### config.mk
export PLATFORM = sky130hd
export DESIGN_NAME = sorted_list_insert_delete
export DESIGN_NICKNAME = d
export VERILOG_FILES = /design/src/hdl/slid_pkg.sv /design/src/hdl/slid_mem.sv /design/src/hdl/slid_ctrl.sv /design/src/hdl/sorted_list_insert_delete.sv
export SDC_FILE = /design/constraint.sdc
export NUM_CORES = 1
export LEC_CHECK = 0
export ABC_AREA = 1
export BUFFER_PORTS_ARGS = -buffer_cell sky130_fd_sc_hd__buf_4
export CORE_MARGIN = 10
export CORE_UTILIZATION = 40
export CTS_CLUSTER_DIAMETER = 150
export DETAILED_ROUTE_END_ITERATION = 12
export PLACE_DENSITY_LB_ADDON = 0.12
export SLEW_MARGIN = 20
export SYNTH_ARGS = -nofsm -noshare
export SYNTH_HDL_FRONTEND = slang
export SYNTH_SLANG_ARGS = --single-unit
### constraint.sdc
create_clock -name clk -period 5 [get_ports clk]
set_input_delay 0.75 -clock clk [delete_from_list [all_inputs] [get_ports clk]]
set_output_delay 0.75 -clock clk [all_outputs]
set_load 0.03 [all_outputs]
### src/hdl/slid_pkg.sv
// ----------------------------------------------------------------------------
// slid_pkg
// Shared types and codes for the sorted list store: item and result
// layouts, command codes and result status codes.
// ----------------------------------------------------------------------------
package slid_pkg;

	// Field widths fixed by the item and result layouts
	localparam int unsigned VALUE_W       = 32;
	localparam int unsigned ENTRY_COUNT_W = 5;

	// Command codes; the fourth code is unused and ignored
	localparam logic [1:0] CMD_INSERT = 2'd0;
	localparam logic [1:0] CMD_DELETE = 2'd1;
	localparam logic [1:0] CMD_DUMP   = 2'd2;

	// Result status codes
	localparam logic [1:0] STATUS_OK        = 2'd0;
	localparam logic [1:0] STATUS_FULL      = 2'd1;
	localparam logic [1:0] STATUS_NOT_FOUND = 2'd2;
	localparam logic [1:0] STATUS_EMPTY     = 2'd3;

	typedef struct packed {
		logic [1:0]                cmd;
		logic signed [VALUE_W-1:0] value;
	} item_t;

	typedef struct packed {
		logic [1:0]                  status;
		logic signed [VALUE_W-1:0]   entry_value;
		logic [ENTRY_COUNT_W-1:0]    entry_count;
		logic                        last;
	} result_t;

endpackage

### src/hdl/slid_mem.sv
// ----------------------------------------------------------------------------
// slid_mem
// Entry store: one write port and one read port, read data registered.
// ----------------------------------------------------------------------------
module slid_mem #(
	parameter int unsigned DEPTH  = 16,
	parameter int unsigned ADDR_W = 4
) (
	input  logic                           clk,
	input  logic                           we,
	input  logic [ADDR_W-1:0]              waddr,
	input  logic signed [slid_pkg::VALUE_W-1:0] wdata,
	input  logic                           re,
	input  logic [ADDR_W-1:0]              raddr,
	output logic signed [slid_pkg::VALUE_W-1:0] rdata
);
	import slid_pkg::*;

	logic signed [VALUE_W-1:0] mem [DEPTH];

	// Write one entry
	always_ff @(posedge clk) begin
		if (we) begin
			mem[waddr] <= wdata;
		end
	end

	// Read one entry, registered
	always_ff @(posedge clk) begin
		if (re) begin
			rdata <= mem[raddr];
		end
	end

endmodule

### src/hdl/slid_ctrl.sv
// ----------------------------------------------------------------------------
// slid_ctrl
// Sequencer for the sorted list: walks the entry store one entry a cycle,
// shifts entries up on insert and down on delete as it goes, emits dumped
// entries, and drives the registered result port.
// ----------------------------------------------------------------------------
module slid_ctrl #(
	parameter int unsigned CAPACITY = 16,
	parameter int unsigned ADDR_W   = 4,
	parameter int unsigned COUNT_W  = 5
) (
	input  logic                                clk,
	input  logic                                arst_n,
	input  logic                                start,
	output logic                                busy,
	input  slid_pkg::item_t                     item,
	output logic                                strobe,
	output slid_pkg::result_t                   result,
	output logic                                mem_we,
	output logic [ADDR_W-1:0]                   mem_waddr,
	output logic signed [slid_pkg::VALUE_W-1:0] mem_wdata,
	output logic                                mem_re,
	output logic [ADDR_W-1:0]                   mem_raddr,
	input  logic signed [slid_pkg::VALUE_W-1:0] mem_rdata
);
	import slid_pkg::*;

	localparam logic [1:0] ST_IDLE = 2'd0;
	localparam logic [1:0] ST_RUN  = 2'd1;
	localparam logic [1:0] ST_FIN  = 2'd2;

	localparam logic [COUNT_W-1:0] COUNT_FULL = COUNT_W'(CAPACITY);
	localparam logic [COUNT_W-1:0] COUNT_ONE  = COUNT_W'(1);

	logic [1:0]                state_q;
	logic [1:0]                cmd_q;
	logic signed [VALUE_W-1:0] val_q;
	logic [COUNT_W-1:0]        count_q;
	logic [COUNT_W-1:0]        rd_ptr_q;
	logic                      placed_q;
	logic                      found_q;
	logic signed [VALUE_W-1:0] carry_q;
	logic                      vld_s1;
	logic [ADDR_W-1:0]         idx_s1;
	logic                      strobe_q;
	result_t                   result_q;

	logic                      accept;
	logic                      cmd_known;
	logic                      more;
	logic                      full;
	logic [COUNT_W+ENTRY_COUNT_W-1:0] cnt_ext;
	logic [COUNT_W+ENTRY_COUNT_W-1:0] cnt_inc_ext;
	logic [COUNT_W+ENTRY_COUNT_W-1:0] cnt_dec_ext;

	assign cmd_known = (item.cmd == CMD_INSERT) || (item.cmd == CMD_DELETE) ||
	                   (item.cmd == CMD_DUMP);
	assign accept    = start && !busy && cmd_known;
	assign busy      = (state_q != ST_IDLE);
	assign more      = (rd_ptr_q < count_q);
	assign full      = (count_q == COUNT_FULL);

	// Fit the counts to the result field
	assign cnt_ext     = {{ENTRY_COUNT_W{1'b0}}, count_q};
	assign cnt_inc_ext = {{ENTRY_COUNT_W{1'b0}}, count_q + COUNT_ONE};
	assign cnt_dec_ext = {{ENTRY_COUNT_W{1'b0}}, count_q - COUNT_ONE};

	// Read the next entry of the walk
	assign mem_re    = (state_q == ST_RUN) && more;
	assign mem_raddr = rd_ptr_q[ADDR_W-1:0];

	// Write back shifted entries during the walk, and the tail at the end
	always_comb begin
		mem_we    = 1'b0;
		mem_waddr = idx_s1;
		mem_wdata = mem_rdata;
		if ((state_q == ST_RUN) && vld_s1) begin
			case (cmd_q)
				CMD_INSERT: begin
					if (placed_q) begin
						mem_we    = 1'b1;
						mem_wdata = carry_q;
					end else if (!(mem_rdata < val_q)) begin
						mem_we    = 1'b1;
						mem_wdata = val_q;
					end
				end
				CMD_DELETE: begin
					if (found_q) begin
						mem_we    = 1'b1;
						mem_waddr = idx_s1 - ADDR_W'(1);
					end
				end
				default: begin
					mem_we = 1'b0;
				end
			endcase
		end else if ((state_q == ST_FIN) && (cmd_q == CMD_INSERT) && !full) begin
			mem_we    = 1'b1;
			mem_waddr = count_q[ADDR_W-1:0];
			mem_wdata = placed_q ? carry_q : val_q;
		end
	end

	// Sequence one item: take it, walk the entries, finish
	always_ff @(posedge clk or negedge arst_n) begin
		if (!arst_n) begin
			state_q <= ST_IDLE;
			count_q <= '0;
			vld_s1  <= 1'b0;
		end else begin
			case (state_q)
				ST_IDLE: begin
					vld_s1 <= 1'b0;
					if (accept) begin
						state_q <= ((item.cmd == CMD_INSERT) && full) ? ST_FIN : ST_RUN;
					end
				end
				ST_RUN: begin
					vld_s1 <= more;
					if (!more && !vld_s1) begin
						state_q <= ST_FIN;
					end
				end
				ST_FIN: begin
					vld_s1  <= 1'b0;
					state_q <= ST_IDLE;
					if ((cmd_q == CMD_INSERT) && !full) begin
						count_q <= count_q + COUNT_ONE;
					end else if ((cmd_q == CMD_DELETE) && found_q) begin
						count_q <= count_q - COUNT_ONE;
					end
				end
				default: begin
					state_q <= ST_IDLE;
					vld_s1  <= 1'b0;
				end
			endcase
		end
	end

	// Hold the operand and advance the walk pointer and carried entry
	always_ff @(posedge clk) begin
		if (accept) begin
			cmd_q    <= item.cmd;
			val_q    <= item.value;
			rd_ptr_q <= '0;
			placed_q <= 1'b0;
			found_q  <= 1'b0;
		end else if (state_q == ST_RUN) begin
			if (more) begin
				rd_ptr_q <= rd_ptr_q + COUNT_ONE;
				idx_s1   <= rd_ptr_q[ADDR_W-1:0];
			end
			if (vld_s1) begin
				if ((cmd_q == CMD_INSERT) && (placed_q || !(mem_rdata < val_q))) begin
					placed_q <= 1'b1;
					carry_q  <= mem_rdata;
				end
				if ((cmd_q == CMD_DELETE) && (mem_rdata == val_q)) begin
					found_q <= 1'b1;
				end
			end
		end
	end

	// Result strobe
	always_ff @(posedge clk or negedge arst_n) begin
		if (!arst_n) begin
			strobe_q <= 1'b0;
		end else begin
			strobe_q <= ((state_q == ST_RUN) && vld_s1 && (cmd_q == CMD_DUMP)) ||
			            ((state_q == ST_FIN) &&
			             ((cmd_q != CMD_DUMP) || (count_q == '0)));
		end
	end

	// Result payload; the walk pointer has reached the count on the last entry
	always_ff @(posedge clk) begin
		if ((state_q == ST_RUN) && vld_s1) begin
			result_q.status      <= STATUS_OK;
			result_q.entry_value <= mem_rdata;
			result_q.entry_count <= cnt_ext[ENTRY_COUNT_W-1:0];
			result_q.last        <= !more;
		end else if (state_q == ST_FIN) begin
			result_q.last        <= 1'b1;
			result_q.entry_value <= val_q;
			result_q.entry_count <= cnt_ext[ENTRY_COUNT_W-1:0];
			case (cmd_q)
				CMD_INSERT: begin
					if (full) begin
						result_q.status <= STATUS_FULL;
					end else begin
						result_q.status      <= STATUS_OK;
						result_q.entry_count <= cnt_inc_ext[ENTRY_COUNT_W-1:0];
					end
				end
				CMD_DELETE: begin
					if (found_q) begin
						result_q.status      <= STATUS_OK;
						result_q.entry_count <= cnt_dec_ext[ENTRY_COUNT_W-1:0];
					end else begin
						result_q.status <= STATUS_NOT_FOUND;
					end
				end
				default: begin
					result_q.status      <= STATUS_EMPTY;
					result_q.entry_value <= '0;
				end
			endcase
		end
	end

	assign strobe = strobe_q;
	assign result = result_q;

`ifndef SYNTHESIS
	a_count_bound: assert property (@(posedge clk) disable iff (!arst_n)
		count_q <= COUNT_FULL)
		else $error("entry count beyond capacity");

	a_no_same_entry: assert property (@(posedge clk) disable iff (!arst_n)
		(mem_we && mem_re) |-> (mem_waddr != mem_raddr))
		else $error("read and write of the same entry in one cycle");

	a_count_only_at_end: assert property (@(posedge clk) disable iff (!arst_n)
		(state_q != ST_FIN) |=> $stable(count_q))
		else $error("entry count changed outside the final step");

	a_s1_in_walk: assert property (@(posedge clk) disable iff (!arst_n)
		vld_s1 |-> (state_q == ST_RUN))
		else $error("read data pending outside the walk");

	a_no_write_full: assert property (@(posedge clk) disable iff (!arst_n)
		((state_q == ST_FIN) && full) |-> !mem_we)
		else $error("write into a full store");
`endif

endmodule

### src/hdl/sorted_list_insert_delete.sv
// ----------------------------------------------------------------------------
// sorted_list_insert_delete
// Bounded store of signed 32-bit values kept in ascending order, with
// insert, delete and in-order dump commands.
// ----------------------------------------------------------------------------
// An item is taken when start is high and busy is low; an unused command
// code is dropped without a result and without raising busy. Results appear
// for one cycle each with strobe high and cannot be held off. The entries
// sit in a single memory with one read and one write port, and each command,
// but for an insert into a full store, walks the stored entries one per
// cycle with busy held high. The single result of an insert or delete comes
// out in the cycle in which busy falls, as does the empty result of a dump
// on an empty list. A dump of a non-empty list gives one result per entry
// while busy is still high, the last one marked.
// ----------------------------------------------------------------------------
module sorted_list_insert_delete #(
	parameter int unsigned CAPACITY = 16
) (
	input  logic              clk,
	input  logic              arst_n,
	input  logic              start,
	output logic              busy,
	input  slid_pkg::item_t   item,
	output logic              strobe,
	output slid_pkg::result_t result
);
	import slid_pkg::*;

	localparam int unsigned ADDR_W  = (CAPACITY > 1) ? $clog2(CAPACITY) : 1;
	localparam int unsigned COUNT_W = $clog2(CAPACITY + 1);

	logic                      mem_we;
	logic [ADDR_W-1:0]         mem_waddr;
	logic signed [VALUE_W-1:0] mem_wdata;
	logic                      mem_re;
	logic [ADDR_W-1:0]         mem_raddr;
	logic signed [VALUE_W-1:0] mem_rdata;

	// Sequencer
	slid_ctrl #(
		.CAPACITY (CAPACITY),
		.ADDR_W   (ADDR_W),
		.COUNT_W  (COUNT_W)
	) u_ctrl (
		.clk       (clk),
		.arst_n    (arst_n),
		.start     (start),
		.busy      (busy),
		.item      (item),
		.strobe    (strobe),
		.result    (result),
		.mem_we    (mem_we),
		.mem_waddr (mem_waddr),
		.mem_wdata (mem_wdata),
		.mem_re    (mem_re),
		.mem_raddr (mem_raddr),
		.mem_rdata (mem_rdata)
	);

	// Entry store
	slid_mem #(
		.DEPTH  (CAPACITY),
		.ADDR_W (ADDR_W)
	) u_mem (
		.clk   (clk),
		.we    (mem_we),
		.waddr (mem_waddr),
		.wdata (mem_wdata),
		.re    (mem_re),
		.raddr (mem_raddr),
		.rdata (mem_rdata)
	);

endmodule

==> reports/summary.txt, run 1 <==
Outcome - complete, no violations
Initial antenna violation count - 3
TritonRoute pass-1 iters - 7
Rel. slew slack - 36.4%
Crit. End Element - flop
Die Area - 82600 µm²
Most frequent cells after synthesis - edfxtp_1, nand2_1, nor2_1
Max FO, Critical Path - 31
Num CTS Buffers - 72
Synth Register Bits - 670
Final min period - 3580 ps
Period utilization - 71.6%
Reg-to-reg endpoint - u_mem.mem[11][2]
Post-DP HPWL - 44.2 mm
Antenna diodes - 0
Initial Util - 40.6%
Max-capacitance violation count - 0
Reg2reg start - u_mem.rdata[23]
Final GP Congestion - 0.841
Critical path origin - u_mem.rdata[23]
Pins Over Slew Limit - 0
Area grow syn2layout - 13.9%
CP startpoint kind - flop
Async SR Flop Fraction - 1.34%
Post-synth top flop - edfxtp_1
Post-synth EDFFs - 652
Clock sinks - 670
Final antenna-violating net count - 0
CP cell instances - ha_1 > a21o_1 > nor2_1 > nand2_1 > a21oi_2 > nand4_2 > nand3_4 > buf_4 > nand2_1 > nand2_1 > nand2_1 > nand2_1 > nand2_1
1st-iter DRT viols - 1709
PD cells - 640 nW/µm²
Die width - 287 µm
Yosys top cell area share - 68.5%
Leakage - 11.6 nW
Min-delay worst type - in -> reg
Least-Margin Pin Slew - 954 ps
Yosys Warn Count - 0
Max Clk Rate - 279 MHz
H-Tree Depth - 3
First-pass GRT wire length - 115 mm
IO Count - 79
Final Skew - 16.5 ps
Synth Instances - 2364
Postcts setup bufs - 0
Post-synth top area cell - edfxtp_1
Largest net degree at the start of global routing - 133
Area of the mapped netlist - 28600 µm²
Stages on the worst setup path - 13
Clock Latency Late Sink - 610 ps
CTS tree - yes
Setup_tns - 0 ps
Total routed wirelength - 76.6 mm
Synth top area cells - edfxtp_1, nand2_1, nor2_1, o21ai_0, nand3_1
Max incr delay on CP - 450 ps
Layout cells sized above 1 - 11.0%
Nets - 2498
Worst-path clk slew - 60 ps
Root buffer cell - clkbuf_16
CP top delay family - simple AND/OR/NAND/NOR gates
Kind of critical path - reg -> reg
Number of distinct library cells after synthesis - 42
Worst EP required - 5160 ps
Slack of the worst reg-to-reg path - 1420 ps
Row cnt - 97
Height of the chip - 287 µm
CP bufs+invs - 1
GRT Total Usage - 18.3%
Syn Area/Cell - 12.1 µm²
Crit path max-delay cell type - edfxtp_1
Cell mode on critical path - nand2_1
Clock Tree Buf Depth - 3
Wire per inst - 22.4 µm
Final setup violating endpoints - 0
Finished Core Util - 46.2%
Critical Path Sink - u_mem.mem[11][2]
Vias per cell - 5.49
# DRC - 0
Worst VDD drop - 0.000356 V
Total gr overflow - 0
Worst r2r path cells - 13
Port Buffers - 78
Count leader, synth - edfxtp_1
RSZ-0062 raised after global routing - false
Post-Syn Nets - 2441
Vias - 18754
Vias in the first global route - 18179
Worst EP arrival - 3730 ps
Sequential area share after synthesis - 69.9%
Final hold vios - 0
Core Area - 70500 µm²
## cells by family (layout without fill, tap and decap cells)
| family | count (synthesis) | count (layout) | share of synthesized area (%) |
|---|---|---|---|
| buffers and inverters | 287 | 397 | 4.04 |
| AND/OR/NAND/NOR | 875 | 875 | 12.4 |
| XOR/XNOR | 5 | 5 | 0.153 |
| AO/OA/AOI/OAI | 432 | 432 | 9.89 |
| adder cells (fa/ha/maj) | 40 | 40 | 1.75 |
| flip-flops | 670 | 670 | 69.9 |
| multiplexers | 55 | 55 | 1.93 |
## how the worst min path moves through the flow
stage | to | slack [ps] | from | cells past startpoint
3_3_place_gp | u_ctrl.rd_ptr_q[4] | 460 | u_ctrl.rd_ptr_q[4] | 1
2_1_floorplan | u_ctrl.rd_ptr_q[4] | 430 | u_ctrl.rd_ptr_q[4] | 1
3_5_place_dp | u_ctrl.rd_ptr_q[4] | 470 | u_ctrl.rd_ptr_q[4] | 1
6_report | u_ctrl.val_q[6] | 320 | item[6] | 1
5_1_grt | u_ctrl.val_q[7] | 290 | item[7] | 1
4_1_cts | u_ctrl.val_q[11] | 280 | item[11] | 1
## power breakdown
part / internal, W / switching, W
clock network: 0.00292 / 0.00217
logic: 0.00188 / 0.00539
registers: 0.00803 / 0.000455
total: 0.0128 / 0.00801
## area by class of cell
class	count	area (µm²)
timing repair buffer	123	1020
tap	940	1180
sequential	670	20000
clock inverter	38	324
clock buffer	89	1910
fill	6312	37900
inverter	147	557
multi-input combinational	1407	7600
## stage by stage
| stage | setup WS [ps] | hold slack (ps) | total power [W] | instance area (µm²) | cells |
|---|---|---|---|---|---|
| 5_1_grt | 1130 | 295 | 0.0221 | 32600 | 3414 |
| 4_1_cts | 1380 | 281 | 0.0210 | 32600 | 3414 |
| 2_1_floorplan | 1390 | 429 | 0.0132 | 28600 | 2364 |
| 3_3_place_gp | 1470 | 462 | 0.0157 | 30300 | 3285 |
| 3_5_place_dp | 1420 | 468 | 0.0159 | 30300 | 3286 |
| 6_report | 1420 | 322 | 0.0208 | 32600 | 3414 |
## layout by cell type (no fill, tap or decap), types with 5 or more instances in the layout
| master | n |
|---|---|
| o22ai_1 | 31 |
| clkinv_2 | 10 |
| nand2_1 | 395 |
| ha_1 | 40 |
| a21oi_1 | 57 |
| nand3_1 | 134 |
| nor2_1 | 303 |
| o21ai_0 | 157 |
| dfxtp_1 | 6 |
| nand2_2 | 6 |
| clkbuf_16 | 73 |
| nor3_1 | 5 |
| o32ai_1 | 73 |
| inv_2 | 13 |
| clkbuf_1 | 14 |
| inv_1 | 129 |
| buf_4 | 115 |
| o221ai_1 | 55 |
| o211ai_1 | 43 |
| mux2i_1 | 55 |
| dfrtp_1 | 9 |
| buf_12 | 6 |
| clkinv_1 | 20 |
| edfxtp_1 | 652 |
| nor2_4 | 18 |
## per-layer routing
layer | vias to the layer above | part of all wire [%] | global-route usage (%)
met2 | 680 | 45 | 28.1
met4 | 0 | 2.5 | 6.21
met1 | 9250 | 46 | 25.8
met5 | - | 0 | 0
li1 | 8707 | - | -
met3 | 117 | 6.8 | 3.34
## state kept, by name, indices dropped and copies added (netlist names)
name             cells
u_ctrl.carry_q      32
u_ctrl.cmd_q         2
u_ctrl.count_q       5
u_ctrl.found_q       1
u_ctrl.idx_s1        4
u_ctrl.placed_q      1
u_ctrl.rd_ptr_q      5
u_ctrl.result       40
u_ctrl.state_q       2
u_ctrl.strobe        1
u_ctrl.val_q        32
u_ctrl.vld_s1        1
u_mem.mem          512
u_mem.rdata         32
## repair_timing
item	in CTS	in global routing
endpoints found under the hold margin	9	0
gates resized for setup	0	0
hold buffers	1	0
No activity file was read; power rests on OpenSTA's default activity.
==> run 2: changes to the inputs <==
==> constraint.sdc (replaced) <==
create_clock -name clk -period 3.2 [get_ports clk]
set_input_delay 0.48 -clock clk [delete_from_list [all_inputs] [get_ports clk]]
set_output_delay 0.48 -clock clk [all_outputs]
set_load 0.03 [all_outputs]
==> reports/summary.txt, run 2 (same netlist as run 1, synthesis figures left out) <==
Outcome - complete, no violations (unchanged)
Crit path max-delay cell type - edfxtp_1 (unchanged)
Die Area - 82600 µm² (unchanged)
Least-Margin Pin Slew - 1070 ps (was 954 ps)
Commonest non-fill, non-tap cell in the layout - edfxtp_1 (unchanged)
Fin area - 34100 µm² (was 32600 µm²)
TritonRoute pass-1 iters - 5 (was 7)
Worst VDD drop - 0.000573 V (was 0.000356 V)
Max incr delay on CP - 430 ps (was 450 ps)
CTS tree - yes (unchanged)
Row cnt - 97 (unchanged)
IO Count - 79 (unchanged)
Area grow syn2layout - 19.3% (was 13.9%)
CP top delay family - simple AND/OR/NAND/NOR gates (unchanged)
Clock sinks - 670 (unchanged)
H-Tree Depth - 3 (unchanged)
Clock Latency Late Sink - 630 ps (was 610 ps)
Nets - 2568 (was 2498)
Max reg flops - 512 (unchanged)
First-pass GRT wire length - 117 mm (was 115 mm)
CP cell instances - ha_1 > nand2_1 > nor2_2 > nand4_1 > nor2_2 > nand2_2 > nand3_2 > nand2_2 > nand3_4 > nand2_2 > nand3_4 > nand2_4 > nor2_4 > buf_12 > clkbuf_16 (was ha_1 > a21o_1 > nor2_1 > nand2_1 > a21oi_2 > nand4_2 > nand3_4 > buf_4 > nand2_1 > nand2_1 > nand2_1 > nand2_1 > nand2_1)
Post-DP HPWL - 47.4 mm (was 44.2 mm)
Largest net degree at the start of global routing - 114 (was 133)
PD cells - 1040 nW/µm² (was 640 nW/µm²)
Worst EP arrival - 3350 ps (was 3730 ps)
Most frequent cells in the layout - edfxtp_1, nand2_1, nor2_1 (unchanged)
Fin Hold WS - 38.5 ps (was 322 ps)
Num CTS Buffers - 74 (was 72)
Setup_tns - 0 ps (unchanged)
Final hold vios - 0 (unchanged)
Height of the chip - 287 µm (unchanged)
Cell mode on critical path - nand2_2 (was nand2_1)
Vias per cell - 5.48 (was 5.49)
Root buffer cell - clkbuf_16 (unchanged)
CP startpoint kind - flop (unchanged)
Total power draw - 0.0354 W (was 0.0208 W)
Worst-path clk slew - 60 ps (about the same)
Final setup violating endpoints - 0 (unchanged)
Leakage - 12.3 nW (was 11.6 nW)
Vias - 19117 (was 18754)
Final GP Congestion - 0.828 (was 0.841)
Total routed wirelength - 78.9 mm (was 76.6 mm)
Rel. slew slack - 28.3% (was 36.4%)
Pins Over Slew Limit - 0 (unchanged)
Final antenna-violating net count - 0 (unchanged)
Max Clk Rate - 330 MHz (was 279 MHz)
Top reg by flops - u_mem.mem (unchanged)
Die width - 287 µm (unchanged)
Final Skew - 22.8 ps (was 16.5 ps)
Post-Place Cell Area - 31400 µm² (was 30300 µm²)
Initial antenna violation count - 5 (was 3)
Initial Util - 40.6% (unchanged)
Antenna diodes - 0 (unchanged)
Clock Tree Buf Depth - 3 (unchanged)
Min-delay worst type - in -> reg (unchanged)
Port Buffers - 78 (unchanged)
1st-iter DRT viols - 1830 (was 1709)
Max FO, Critical Path - 12 (was 31)
Crit. End Element - flop (unchanged)
Total gr overflow - 0 (unchanged)
Layout cells sized above 1 - 14.0% (was 11.0%)
Vias in the first global route - 18264 (was 18179)
Kind of critical path - reg -> reg (unchanged)
Period utilization - 94.8% (was 71.6%)
Core Area - 70500 µm² (unchanged)
Wire per inst - 22.6 µm (was 22.4 µm)
GRT Total Usage - 18.5% (was 18.3%)
Final min period - 3030 ps (was 3580 ps)
Worst EP required - 3520 ps (was 5160 ps)
# DRC - 0 (unchanged)
CP bufs+invs - 2 (was 1)
Max-capacitance violation count - 0 (unchanged)
run 2: routing by layer:
metal  wire, µm  GRT usage [%]
met4       1450           5.12
met3       5170           3.15
met2      35700           28.5
met5         41              0
met1      36500           26.7
run 2: path summary, 6_finish.rpt:
| check | start | end | slack (ps) | cells past startpoint |
|---|---|---|---|---|
| hold / removal | item[18] | u_ctrl.val_q[18] | 40 | 1 |
| max in group asynchronous | arst_n | u_ctrl.count_q[3] | 2810 | 2 |
| setup reg to reg | u_mem.rdata[27] | u_mem.mem[0][30] | 170 | 15 |
| min in group asynchronous | arst_n | u_ctrl.state_q[1] | 230 | 2 |
| hold reg to reg | u_ctrl.state_q[1] | u_ctrl.state_q[1] | 490 | 1 |
| setup / recovery | u_mem.rdata[27] | u_mem.mem[0][30] | 170 | 15 |
run 2: per-stage QoR:
step	worst slack (ps)	utilization, %	instances
CTS	-1.38	48.1	3478
floorplan	-407	-	2364
global placement	9.67	44.5	3344
finish	165	48.4	3488
global route	-22.7	48.4	3488
detailed placement	-5.16	44.5	3344
run 2: final cells by class:
cell class,count,area (µm²)
multi-input cells,1407,7640
well taps,940,1180
flip-flops and latches,670,20000
repair buffers,191,2200
clock inverters,43,589
inverters,147,559
clock buffers,90,1940
fillers,6156,36400
run 2: power breakdown:
group	internal [W]	switching (W)
clock network	0.00533	0.00353
registers	0.0125	0.000574
logic	0.00424	0.00923
total	0.0220	0.0133
run 2: repair_timing:
action,CTS,global route
pin swaps,1,5
gates resized for setup,3,9
hold endpoints to repair,9,0
setup buffers,0,5
gates cloned,0,5
hold buffers,1,0
endpoints found under the setup margin,56,673
